==> config.mk <==
export PLATFORM = sky130hd
export DESIGN_NAME = binary_erosion_cross_top
export DESIGN_NICKNAME = d
export VERILOG_FILES = /design/src/sv/bec_pkg.sv /design/src/sv/bec_front.sv /design/src/sv/bec_fifo.sv /design/src/sv/bec_back.sv /design/src/sv/binary_erosion_cross_top.sv
export SDC_FILE = /design/constraint.sdc
export NUM_CORES = 1
export LEC_CHECK = 0
export ABC_AREA = 1
export BUFFER_PORTS_ARGS = -buffer_cell sky130_fd_sc_hd__buf_2
export CAP_MARGIN = 10
export CORE_MARGIN = 8
export CORE_UTILIZATION = 30
export DETAILED_ROUTE_END_ITERATION = 16
export HOLD_SLACK_MARGIN = 0.03
export PLACE_DENSITY = 0.53
export SLEW_MARGIN = 5
export SYNTH_ARGS = -nofsm -noshare
export SYNTH_HDL_FRONTEND = slang
export SYNTH_HIERARCHICAL = 1
export SYNTH_SLANG_ARGS = --single-unit
==> constraint.sdc <==
create_clock -name aclk -period 11 [get_ports aclk]
set_input_delay 1.65 -clock aclk [delete_from_list [all_inputs] [get_ports aclk]]
set_output_delay 1.65 -clock aclk [all_outputs]
set_load 0.01 [all_outputs]
==> src/sv/bec_pkg.sv <==
package bec_pkg;

    localparam int ROW_W    = 64;
    localparam int IDX_W    = 12;
    localparam int RCNT_W   = 13;
    localparam int CCNT_W   = 7;
    localparam int CFG_AW   = 1;
    localparam int MAX_COLS = 64;
    localparam int QDEPTH   = 4;
    localparam int MDATA_W  = 80;

    localparam logic [CFG_AW-1:0] REG_ROW_COUNT = 1'b0;
    localparam logic [CFG_AW-1:0] REG_COL_COUNT = 1'b1;

    localparam logic [RCNT_W-1:0] ROW_COUNT_RST = 13'd2;
    localparam logic [CCNT_W-1:0] COL_COUNT_RST = 7'd64;

    typedef logic [ROW_W-1:0] row_t;

    typedef struct packed {
        row_t mask;
        row_t top_bit;
    } col_cfg_t;

    typedef struct packed {
        row_t             r_up;
        row_t             r_mid;
        row_t             r_dn;
        logic [IDX_W-1:0] idx;
        logic             fin;
    } job_t;

    typedef struct packed {
        logic full;
        logic empty;
    } q_stat_t;

    typedef struct packed {
        logic second_pending;
    } back_stat_t;

    function automatic row_t erode(input row_t c, input row_t u, input row_t d,
                                   input col_cfg_t cc);
        row_t left;
        row_t right;
        left  = (c << 1) | row_t'(1);
        right = (c >> 1) | cc.top_bit;
        return c & u & d & left & right & cc.mask;
    endfunction

endpackage

==> src/sv/bec_front.sv <==
module bec_front import bec_pkg::*; #(
    parameter int RW = 12
) (
    input  logic          aclk,
    input  logic          aresetn,
    input  logic          s_tvalid,
    input  logic          s_tready,
    input  row_t          s_tdata,
    input  col_cfg_t      col_cfg,
    input  logic [RW:0]   rows_eff,
    output logic          push,
    output job_t          job
);

    row_t          prev_row_reg, prev_row_next;
    row_t          prev_prev_row_reg, prev_prev_row_next;
    logic [RW-1:0] rows_seen_reg, rows_seen_next;
    row_t          cur;
    logic          accept;

    always_comb begin
        cur       = s_tdata & col_cfg.mask;
        accept    = s_tvalid & s_tready;
        job.r_up  = (rows_seen_reg == RW'(1)) ? '1 : prev_prev_row_reg;
        job.r_mid = prev_row_reg;
        job.r_dn  = cur;
        job.idx   = IDX_W'(rows_seen_reg - RW'(1));
        job.fin   = ({1'b0, rows_seen_reg} + (RW+1)'(1)) >= rows_eff;
        push      = accept && (rows_seen_reg != '0);

        prev_row_next      = prev_row_reg;
        prev_prev_row_next = prev_prev_row_reg;
        rows_seen_next     = rows_seen_reg;
        if (accept) begin
            if (rows_seen_reg == '0) begin
                prev_row_next      = cur;
                prev_prev_row_next = '0;
                rows_seen_next     = RW'(1);
            end else if (job.fin) begin
                prev_row_next      = '0;
                prev_prev_row_next = '0;
                rows_seen_next     = '0;
            end else begin
                prev_row_next      = cur;
                prev_prev_row_next = prev_row_reg;
                rows_seen_next     = rows_seen_reg + RW'(1);
            end
        end
    end

    always_ff @(posedge aclk) begin
        if (!aresetn) begin
            prev_row_reg      <= '0;
            prev_prev_row_reg <= '0;
            rows_seen_reg     <= '0;
        end else begin
            prev_row_reg      <= prev_row_next;
            prev_prev_row_reg <= prev_prev_row_next;
            rows_seen_reg     <= rows_seen_next;
        end
    end

endmodule

==> src/sv/bec_fifo.sv <==
module bec_fifo import bec_pkg::*; (
    input  logic    aclk,
    input  logic    aresetn,
    input  logic    push,
    input  job_t    wr_job,
    input  logic    pop,
    output job_t    rd_job,
    output q_stat_t stat
);

    localparam int PW = $clog2(QDEPTH);

    job_t          mem [QDEPTH];
    logic [PW-1:0] wr_ptr_reg, rd_ptr_reg;
    logic [PW:0]   count_reg;

    always_comb begin
        stat.full  = (count_reg == (PW+1)'(QDEPTH));
        stat.empty = (count_reg == '0);
        rd_job     = mem[rd_ptr_reg];
    end

    always_ff @(posedge aclk) begin
        if (push) begin
            mem[wr_ptr_reg] <= wr_job;
        end
    end

    always_ff @(posedge aclk) begin
        if (!aresetn) begin
            wr_ptr_reg <= '0;
            rd_ptr_reg <= '0;
            count_reg  <= '0;
        end else begin
            if (push) begin
                wr_ptr_reg <= wr_ptr_reg + PW'(1);
            end
            if (pop) begin
                rd_ptr_reg <= rd_ptr_reg + PW'(1);
            end
            case ({push, pop})
                2'b10:   count_reg <= count_reg + (PW+1)'(1);
                2'b01:   count_reg <= count_reg - (PW+1)'(1);
                default: count_reg <= count_reg;
            endcase
        end
    end

endmodule

==> src/sv/bec_back.sv <==
module bec_back import bec_pkg::*; (
    input  logic               aclk,
    input  logic               aresetn,
    input  job_t               head,
    input  logic               head_valid,
    input  col_cfg_t           col_cfg,
    output logic               pop,
    output back_stat_t         stat,
    output logic               m_tvalid,
    input  logic               m_tready,
    output logic [MDATA_W-1:0] m_tdata,
    output logic               m_tlast
);

    typedef enum logic {PH_FIRST, PH_SECOND} phase_t;

    phase_t           phase_reg, phase_next;
    logic             valid_reg, valid_next;
    row_t             row_reg, row_next;
    logic [IDX_W-1:0] idx_reg, idx_next;
    logic             last_reg, last_next;
    logic             load;

    always_comb begin
        load       = head_valid && (!valid_reg || m_tready);
        pop        = 1'b0;
        phase_next = phase_reg;
        valid_next = valid_reg && !m_tready;
        row_next   = row_reg;
        idx_next   = idx_reg;
        last_next  = last_reg;
        if (load) begin
            valid_next = 1'b1;
            case (phase_reg)
                PH_FIRST: begin
                    row_next  = erode(head.r_mid, head.r_up, head.r_dn, col_cfg);
                    idx_next  = head.idx;
                    last_next = 1'b0;
                    if (head.fin) begin
                        phase_next = PH_SECOND;
                    end else begin
                        pop = 1'b1;
                    end
                end
                PH_SECOND: begin
                    row_next   = erode(head.r_dn, head.r_mid, '1, col_cfg);
                    idx_next   = head.idx + IDX_W'(1);
                    last_next  = 1'b1;
                    phase_next = PH_FIRST;
                    pop        = 1'b1;
                end
                default: begin
                    phase_next = PH_FIRST;
                end
            endcase
        end
    end

    always_ff @(posedge aclk) begin
        row_reg  <= row_next;
        idx_reg  <= idx_next;
        last_reg <= last_next;
        if (!aresetn) begin
            phase_reg <= PH_FIRST;
            valid_reg <= 1'b0;
        end else begin
            phase_reg <= phase_next;
            valid_reg <= valid_next;
        end
    end

    assign stat.second_pending = (phase_reg == PH_SECOND);
    assign m_tvalid = valid_reg;
    assign m_tdata  = MDATA_W'({idx_reg, row_reg});
    assign m_tlast  = last_reg;

endmodule

==> src/sv/binary_erosion_cross_top.sv <==
// Binary erosion of a bitmap with a 4-neighbor cross, streamed one 64-bit row word per beat
// (bit j is column j, 1 is black). Eroded row r leaves when row r+1 has been taken; the beat
// that completes a frame yields two result beats, the row before it and the final row with
// tlast set. The input side takes one row per cycle while the four-entry queue is not full;
// the back end drains one result per cycle when not stalled. The queue between the
// row-tracking front end and the eroding output stage absorbs the extra beat at each frame
// end. A result beat passes the queue, then the output register; the final row follows
// once the output takes the beat before it. The user must write row_count (index 0) and
// col_count (index 1) only while the block is idle, which it does not enforce; out-of-range
// values are saturated, and column bits at or above the saturated col_count read as zero.
module binary_erosion_cross_top import bec_pkg::*; #(
    parameter int MAX_ROWS = 4096
) (
    input  logic               aclk,
    input  logic               aresetn,
    input  logic               cfg_wr_en,
    input  logic [CFG_AW-1:0]  cfg_addr,
    input  logic [RCNT_W-1:0]  cfg_wdata,
    input  logic               s_tvalid,
    output logic               s_tready,
    input  logic [ROW_W-1:0]   s_tdata,   // [63:0] in_row
    output logic               m_tvalid,
    input  logic               m_tready,
    output logic [MDATA_W-1:0] m_tdata,   // [63:0] out_row, [75:64] out_index, zero above
    output logic               m_tlast    // frame_last
);

    localparam int RW = $clog2(MAX_ROWS);

    logic [RCNT_W-1:0] row_count_reg;
    logic [CCNT_W-1:0] col_count_reg;
    logic [RW:0]       rows_eff;
    logic [CCNT_W-1:0] cols_eff;
    col_cfg_t          col_cfg;
    logic              push;
    logic              pop;
    job_t              wr_job;
    job_t              head;
    q_stat_t           q_stat;
    back_stat_t        b_stat;

    always_ff @(posedge aclk) begin
        if (!aresetn) begin
            row_count_reg <= ROW_COUNT_RST;
            col_count_reg <= COL_COUNT_RST;
        end else if (cfg_wr_en) begin
            case (cfg_addr)
                REG_ROW_COUNT: row_count_reg <= cfg_wdata;
                REG_COL_COUNT: col_count_reg <= cfg_wdata[CCNT_W-1:0];
                default: ;
            endcase
        end
    end

    always_comb begin
        if (row_count_reg < RCNT_W'(2)) begin
            rows_eff = (RW+1)'(2);
        end else if (32'(row_count_reg) > MAX_ROWS) begin
            rows_eff = (RW+1)'(MAX_ROWS);
        end else begin
            rows_eff = (RW+1)'(row_count_reg);
        end

        if (col_count_reg < CCNT_W'(2)) begin
            cols_eff = CCNT_W'(2);
        end else if (col_count_reg > CCNT_W'(MAX_COLS)) begin
            cols_eff = CCNT_W'(MAX_COLS);
        end else begin
            cols_eff = col_count_reg;
        end

        col_cfg.mask    = (cols_eff >= CCNT_W'(ROW_W)) ? '1
                        : ((row_t'(1) << cols_eff) - row_t'(1));
        col_cfg.top_bit = row_t'(1) << (cols_eff - CCNT_W'(1));
    end

    assign s_tready = !q_stat.full;

    bec_front #(.RW(RW)) u_front (
        .aclk     (aclk),
        .aresetn  (aresetn),
        .s_tvalid (s_tvalid),
        .s_tready (s_tready),
        .s_tdata  (s_tdata),
        .col_cfg  (col_cfg),
        .rows_eff (rows_eff),
        .push     (push),
        .job      (wr_job)
    );

    bec_fifo u_fifo (
        .aclk    (aclk),
        .aresetn (aresetn),
        .push    (push),
        .wr_job  (wr_job),
        .pop     (pop),
        .rd_job  (head),
        .stat    (q_stat)
    );

    bec_back u_back (
        .aclk       (aclk),
        .aresetn    (aresetn),
        .head       (head),
        .head_valid (!q_stat.empty),
        .col_cfg    (col_cfg),
        .pop        (pop),
        .stat       (b_stat),
        .m_tvalid   (m_tvalid),
        .m_tready   (m_tready),
        .m_tdata    (m_tdata),
        .m_tlast    (m_tlast)
    );

`ifndef NO_ASSERTIONS
    a_second_after_first: assert property (@(posedge aclk) disable iff (!aresetn)
        b_stat.second_pending |-> (m_tvalid && !m_tlast))
        else $error("final row pending without a held non-final beat");

    a_queue_status: assert property (@(posedge aclk) disable iff (!aresetn)
        !(q_stat.full && q_stat.empty))
        else $error("queue reports full and empty together");

    a_no_push_when_full: assert property (@(posedge aclk) disable iff (!aresetn)
        q_stat.full && !pop |=> q_stat.full)
        else $error("queue level dropped without a pop");

    a_reset_idle: assert property (@(posedge aclk)
        !aresetn |=> !m_tvalid)
        else $error("output valid right after reset");
`endif

endmodule

==> out/qor.yml, run 1 <==
outcome:
  outcome: "finished, final reports clean"
logic_synthesis:
  synth_compound_area_share_pct: 11.85
  syn_avg_cell_area_um2: 10.42
  muxShareOfSynthArea_pct: 0
  synth_area_um2: 47020
  synth_cell_types: 53
  synthTopCellsByArea: "edfxtp_1, dfxtp_1, nor2_1, nand2_1, o21ai_0"
  synthAdderAreaFrac_pct: 0.6813
  yosys.area.top_type_share_pct: 57.29
  postSynthCellCount: 4510
  synth_ff_type: "edfxtp_1"
  synth_xor_area_share_pct: 0.3726
  synth_top_family_by_area: "simple AND/OR/NAND/NOR gates"
  ys_ff_latch: 1068
  yosysMostFrequentCell: "edfxtp_1"
  yosys.area_share.simple_pct: 16.19
  async_reset_ff_share_pct: 0
  netlist_top_cells_count: "edfxtp_1, nor2_1, nand2_1, o21ai_0, inv_1"
  yosys.area.top_type: "edfxtp_1"
  synth-edff-count: 897
  yosysWarnings: 6
  synth.yosys.seq_area_share_pct: 64.57
timing:
  worst_pin_slew_ns: 1.181
  rsz0062_at_grt: "no"
  fin_hold_ws_ns: 0.4568
  min_period_ns: 5.462
  clock.fmax_ghz: 0.1831
  setup_slack_ns: 5.538
  fin_skew_ns: 0.02639
  slew_violations: 0
  setup_viol: 0
  tns_ns: 0
  slew_headroom_pct: 21.29
  min_period_over_period_pct: 49.65
  hold_viol_final: 0
global_route:
  antenna_found_initial: 11
  grt_pass1_vias: 31760
  grt_max_degree: 185
  grt_pass1_wl_um: 214000
  overflow: 0
  grt_usage_pct: 16.63
worst_setup_path:
  critPathCaptureType: "flip-flop"
  critical_path_arrival_ns: 5.80
  path_max_fanout: 106
  setup.worst_path.class: "in2reg"
  worstSetupStartpointType: "input port"
  worst-endpoint-required_ns: 11.34
placed_design:
  portBuffers: 161
  placed_cells: 6512
  dpl_cell_area_um2: 49320
  place_congestion: 0.9281
  dp.final_hpwl_um: 88020
  pre_cts_slack_ns: 4.701
route:
  first_pass_iters: 6
  wl_um: 146200
  avgViaCountPerCell: 4.974
  wl_per_cell_um: 21.73
  num_vias: 33460
  antenna_left: 0
  drc: 0
  drtIter0Drc: 3061
clock_network:
  clk_latency_ns: 0.73
  clock_path_buffers: 3
  cts.repair.resized: 0
  ctsHoldBuffers: 0
  cts_root_buf: "clkbuf_16"
  numCtsBuffers: 111
  clkSinkCount: 1068
  cts_setup_buffers: 0
  cts_tree: "yes"
  clkTransAtPathRegs_ns: 0.05
  htreeDepth: 3
die:
  die_h_um: 411.9
  die_width_um: 411.9
  start_util_pct: 30.17
  coreArea_um2: 155800
  dieArea_um2: 169600
  std_cell_rows: 145
  ioPinCount: 166
final_layout:
  largest_register_ffs: 820
  drive_above_1_share_pct: 10.93
  area_delta_synth_final_pct: 12.49
  fin_nets: 4675
  fin_cells: 6727
  top_register: "u_fifo/mem"
  design_area_um2: 52890
  fin_util_pct: 33.94
worst_hold_path:
  hold_class: "reg2reg"
power_and_ir_drop:
  ir_drop_mv: 0.2411
  power.density_nw_per_um2: 237.1
  p_leak_nw: 19.71
  total_power_mw: 12.54
flow_run:
  cap_violations: 0
## metal layers
metal  routed length [um]  global-route usage [%]  part of all wire, %  vias to the layer above
met5                   13                       0               0.0089                        -
met4                 4150                   5.213                  2.8                        2
met3                 8675                   2.505                  5.9                      205
met2                68820                   27.25                   47                     1034
met1                64490                   22.71                   44                    16350
li1                     -                       -                    -                    15870
## cell families after synthesis
logic type | after synthesis
AO/OA/AOI/OAI | 1033
XOR/XNOR | 20
adder cells (fa/ha/maj) | 25
buffers and inverters | 641
flip-flops | 1068
other | 3
AND/OR/NAND/NOR | 1720
## final timing paths
check,startpoint,endpoint,slack (ns),depth (start not counted)
worst max-delay path,s_tvalid,u_fifo/mem[3][115],5.54,7
worst min-delay path,u_fifo/rd_ptr_reg[1],flip-flop,0.46,1
worst max register to register,u_front/rows_seen_reg[0],u_fifo/mem[3][115],5.91,9
worst min register to register,u_fifo/rd_ptr_reg[1],flip-flop,0.46,1
## critical path, cell delays in order
cell and delay [ns]:
buf_2 0.11, nand2_4 0.28, a21oi_4 0.82, buf_4 0.92, nand2_1 0.32, inv_8 0.76
buf_4 0.84
## cells in the final DEF (no fill, tap or decap), types with 9 or more instances in the layout
| cell | Yosys | routed |
|---|---|---|
| a21oi_1 | 212 | 211 |
| a21oi_2 | 12 | 11 |
| buf_2 | 71 | 160 |
| buf_4 | 25 | 33 |
| clkbuf_1 | 99 | 39 |
| clkbuf_16 | 0 | 111 |
| clkbuf_8 | 0 | 15 |
| clkinv_1 | 0 | 13 |
| clkinv_2 | 1 | 13 |
| conb_1 | 3 | 10 |
| dfxtp_1 | 171 | 167 |
| edfxtp_1 | 897 | 897 |
| ha_1 | 24 | 24 |
| inv_1 | 354 | 348 |
| inv_2 | 24 | 25 |
| nand2_1 | 640 | 638 |
| nand2_2 | 8 | 9 |
| nand3_1 | 108 | 107 |
| nand3_2 | 11 | 11 |
| nand4_1 | 115 | 115 |
| nor2_1 | 678 | 676 |
| nor2_2 | 29 | 30 |
| nor2_4 | 11 | 12 |
| nor3_1 | 56 | 56 |
| o211ai_1 | 29 | 29 |
| o21ai_0 | 358 | 358 |
| o21ai_1 | 207 | 207 |
| o22ai_1 | 206 | 206 |
| xor2_1 | 19 | 19 |
## power by group
part	internal (mW)	total, mW	switching (mW)
clock	2.09	3.68	1.59
sequential	5.00	5.24	0.243
combinational	0.948	3.61	2.66
total	8.04	12.5	4.50
## layout make-up
cell class	count	area, um^2
Antenna cell	3	7.507
Clock buffer	165	3131
Clock inverter	47	424.2
Fill cell	15700	103000
Inverter	381	1483
Multi-Input combinational cell	2808	13770
Sequential cell	1068	30370
Tap cell	2058	2575
Timing Repair Buffer	197	1129
Note: power is estimated with default switching activity, not from simulation.
==> run 2, diff against run 1 <==
--- a/config.mk
+++ b/config.mk
@@ -5,7 +5,7 @@
 export SDC_FILE = /design/constraint.sdc
 export NUM_CORES = 1
 export LEC_CHECK = 0
-export ABC_AREA = 1
+export ABC_AREA = 0
 export BUFFER_PORTS_ARGS = -buffer_cell sky130_fd_sc_hd__buf_2
 export CAP_MARGIN = 10
 export CORE_MARGIN = 8
==> constraint.sdc (replaced) <==
create_clock -name aclk -period 5.45 [get_ports aclk]
set_input_delay 0.8175 -clock aclk [delete_from_list [all_inputs] [get_ports aclk]]
set_output_delay 0.8175 -clock aclk [all_outputs]
set_load 0.01 [all_outputs]
==> out/qor.yml, run 2 <==
die:
  dieArea_um2: 160300
  coreArea_um2: 147300
  ioPinCount: 166
  die_width_um: 400.4
  start_util_pct: 30.09
  std_cell_rows: 141
  die_h_um: 400.4
placed_design:
  dpl_cell_area_um2: 47410
  portBuffers: 161
  pre_cts_slack_ns: 1.514
  placed_cells: 4770
  place_congestion: 0.7925
  dp.final_hpwl_um: 80130
power_and_ir_drop:
  ir_drop_mv: 0.2709
  p_sw_mw: 5.858
  p_int_mw: 15.66
  p_leak_nw: 16.43
  power_frac_seq_pct: 47.3
  swShare_pct: 27.22
  p_clk_share_pct: 36.1
  power.density_nw_per_um2: 420.4
  power_frac_comb_pct: 16.6
final_layout:
  area_delta_synth_final_pct: 15.49
  fin_nets: 3062
  final_common_cell: "edfxtp_1"
  largest_register_ffs: 820
  fin_cells: 4988
  layout_common_cells: "edfxtp_1, nand2_1, mux4_2"
  top_register: "u_fifo/mem"
  drive_above_1_share_pct: 22.24
  design_area_um2: 51190
  fillers: 14010
clock_network:
  ctsHoldBuffers: 0
  numCtsBuffers: 112
  clock_path_buffers: 3
  clkTransAtPathRegs_ns: 0.06
  cts_tree: "yes"
  clkSinkCount: 1068
  clk_latency_ns: 0.72
  cts_root_buf: "clkbuf_16"
  htreeDepth: 3
  cts.repair.resized: 0
  cts_setup_buffers: 0
global_route:
  grt_pass1_wl_um: 183700
  overflow: 0
  antenna_found_initial: 13
  grt_usage_pct: 15.20
  grt_max_degree: 110
  grt_pass1_vias: 25420
worst_setup_path:
  setup.worst_path.class: "reg2reg"
  critPathCaptureType: "flip-flop"
  path_max_fanout: 64
  path_cells: "ha_1 -> nand3_1 -> nor3_1 -> nor2_1 -> or2_2 -> ha_1 -> nand4_1 -> nor4_1 -> a211oi_1 -> a21oi_4 -> buf_12 -> o21ai_0"
  worst-endpoint-required_ns: 6.01
  crit_path_max_incr_delay_ns: 0.59
  path_buf_inv: 1
  worstSetupStartpointType: "flip-flop"
  critical_path_arrival_ns: 4.59
  cp-startpoint: "u_front/rows_seen_reg[0]"
  critPathTopFamily: "simple AND/OR/NAND/NOR gates"
  crit_slowest_cell: "nor4_1"
  r2r-start: "u_front/rows_seen_reg[0]"
  cpMostUsedCell: "ha_1"
logic_synthesis:
  yosys.area.top_type_share_pct: 60.77
  yosysMostFrequentCell: "edfxtp_1"
  yosys.area.top_type: "edfxtp_1"
  syn_avg_cell_area_um2: 15.89
  netlist_top_cells_count: "edfxtp_1, nand2_1, mux4_2, nor2_1, dfxtp_1"
  async_reset_ff_share_pct: 0
  postSynthCellCount: 2790
  synth_area_um2: 44330
  synth.yosys.seq_area_share_pct: 68.49
  synthTopCellsByArea: "edfxtp_1, mux4_2, dfxtp_1, nand2_1, mux4_1"
  ys_ff_latch: 1068
  synth_ff_type: "edfxtp_1"
  synth-edff-count: 897
  synth_cell_types: 92
  yosysWarnings: 6
timing:
  slew_violations: 0
  worst_pin_slew_ns: 1.125
  slew_headroom_pct: 25.01
  rsz0062_at_grt: "no"
  min_period_over_period_pct: 73.89
  setup_slack_ns: 1.423
  fin_skew_ns: 0.03368
  clock.fmax_ghz: 0.2483
  hold_viol_final: 0
  min_period_ns: 4.027
  tns_ns: 0
  setup_viol: 0
  fin_hold_ws_ns: 0.3598
route:
  drc: 0
  drtIter0Drc: 2698
  antenna_left: 0
  wl_um: 126300
  avgViaCountPerCell: 5.176
  num_vias: 25820
  first_pass_iters: 6
  wl_per_cell_um: 25.32
worst_hold_path:
  hold_class: "in2reg"
  hold_start: "cfg_wdata[8]"
flow_run:
  cap_violations: 0
outcome:
  outcome: "finished, final reports clean"
-- run 2: cell types whose count changed after synthesis, moves of 185 or more --
cell,change
o21ai_0,-271
nand2_1,-433
o22ai_1,-206
inv_1,-314
o21ai_1,-185
nor2_1,-505
a21oi_1,-186
-- run 2: power groups by stage --
stage          combinational [mW]  sequential (mW)  clock (mW)
2_1_floorplan                2.18             10.3           0
3_3_place_gp                 3.65             10.3           0
3_5_place_dp                 3.66             10.4           0
4_1_cts                      3.68             10.2        7.97
5_1_grt                      3.86             10.3        8.26
6_report                     3.57             10.2        7.77
-- run 2: worst reg2reg max path, stage by stage, from the launching register on --
cell and delay, ns:
dfxtp_1 0.51, ha_1 0.28, nand3_1 0.24, nor3_1 0.29, nor2_1 0.08, or2_2 0.29, ha_1 0.29, nand4_1 0.18
nor4_1 0.59, a211oi_1 0.21, a21oi_4 0.22, buf_12 0.40, o21ai_0 0.28
-- run 2: logic make-up after synthesis --
kind of cell | Yosys count | share of synthesized area (%)
xor+xnor | 38 | 0.7508
compound gates | 398 | 6.552
mux | 226 | 11.11
fa+ha+maj | 25 | 0.7226
flops | 1068 | 68.49
simple gates | 813 | 9.702
other cells | 3 | 0.02540
buf+inv | 219 | 2.648
-- run 2: per-layer routing --
layer  wire length [um]  vias up  GRT usage (%)
met4               2805        6          4.159
met1              55060    13420          21.09
met5                 34        -              0
met3               8304      153          2.641
met2              60090      923          24.63
li1                   -    11320              -
-- run 2: final cells by class --
cell class / count / area, um^2 / area share (%)
Sequential cell: 1068 / 30370 / 59.33
Multi-Input combinational cell: 1510 / 12890 / 25.18
Clock buffer: 158 / 3199 / 6.250
Tap cell: 1930 / 2415 / 4.717
Timing Repair Buffer: 219 / 1567 / 3.060
Clock inverter: 55 / 573.1 / 1.119
Inverter: 43 / 162.7 / 0.3177
Antenna cell: 5 / 12.51 / 0.02444
-- run 2: per-stage QoR --
step	utilization (%)	power, mW
finish	34.75	21.52
global route	34.74	22.37
CTS	34.74	21.83
detailed placement	32.18	14.01
global placement	32.18	13.99
floorplan	-	12.52
-- run 2: worst paths after layout --
check / end / slack [ns] / cells past startpoint
min: row_count_reg[8] / 0.36 / 3
min reg2reg: col_count_reg[2] / 0.48 / 2
max reg2reg: u_front/prev_row_reg[32] / 1.42 / 12
max: u_front/prev_row_reg[32] / 1.42 / 12
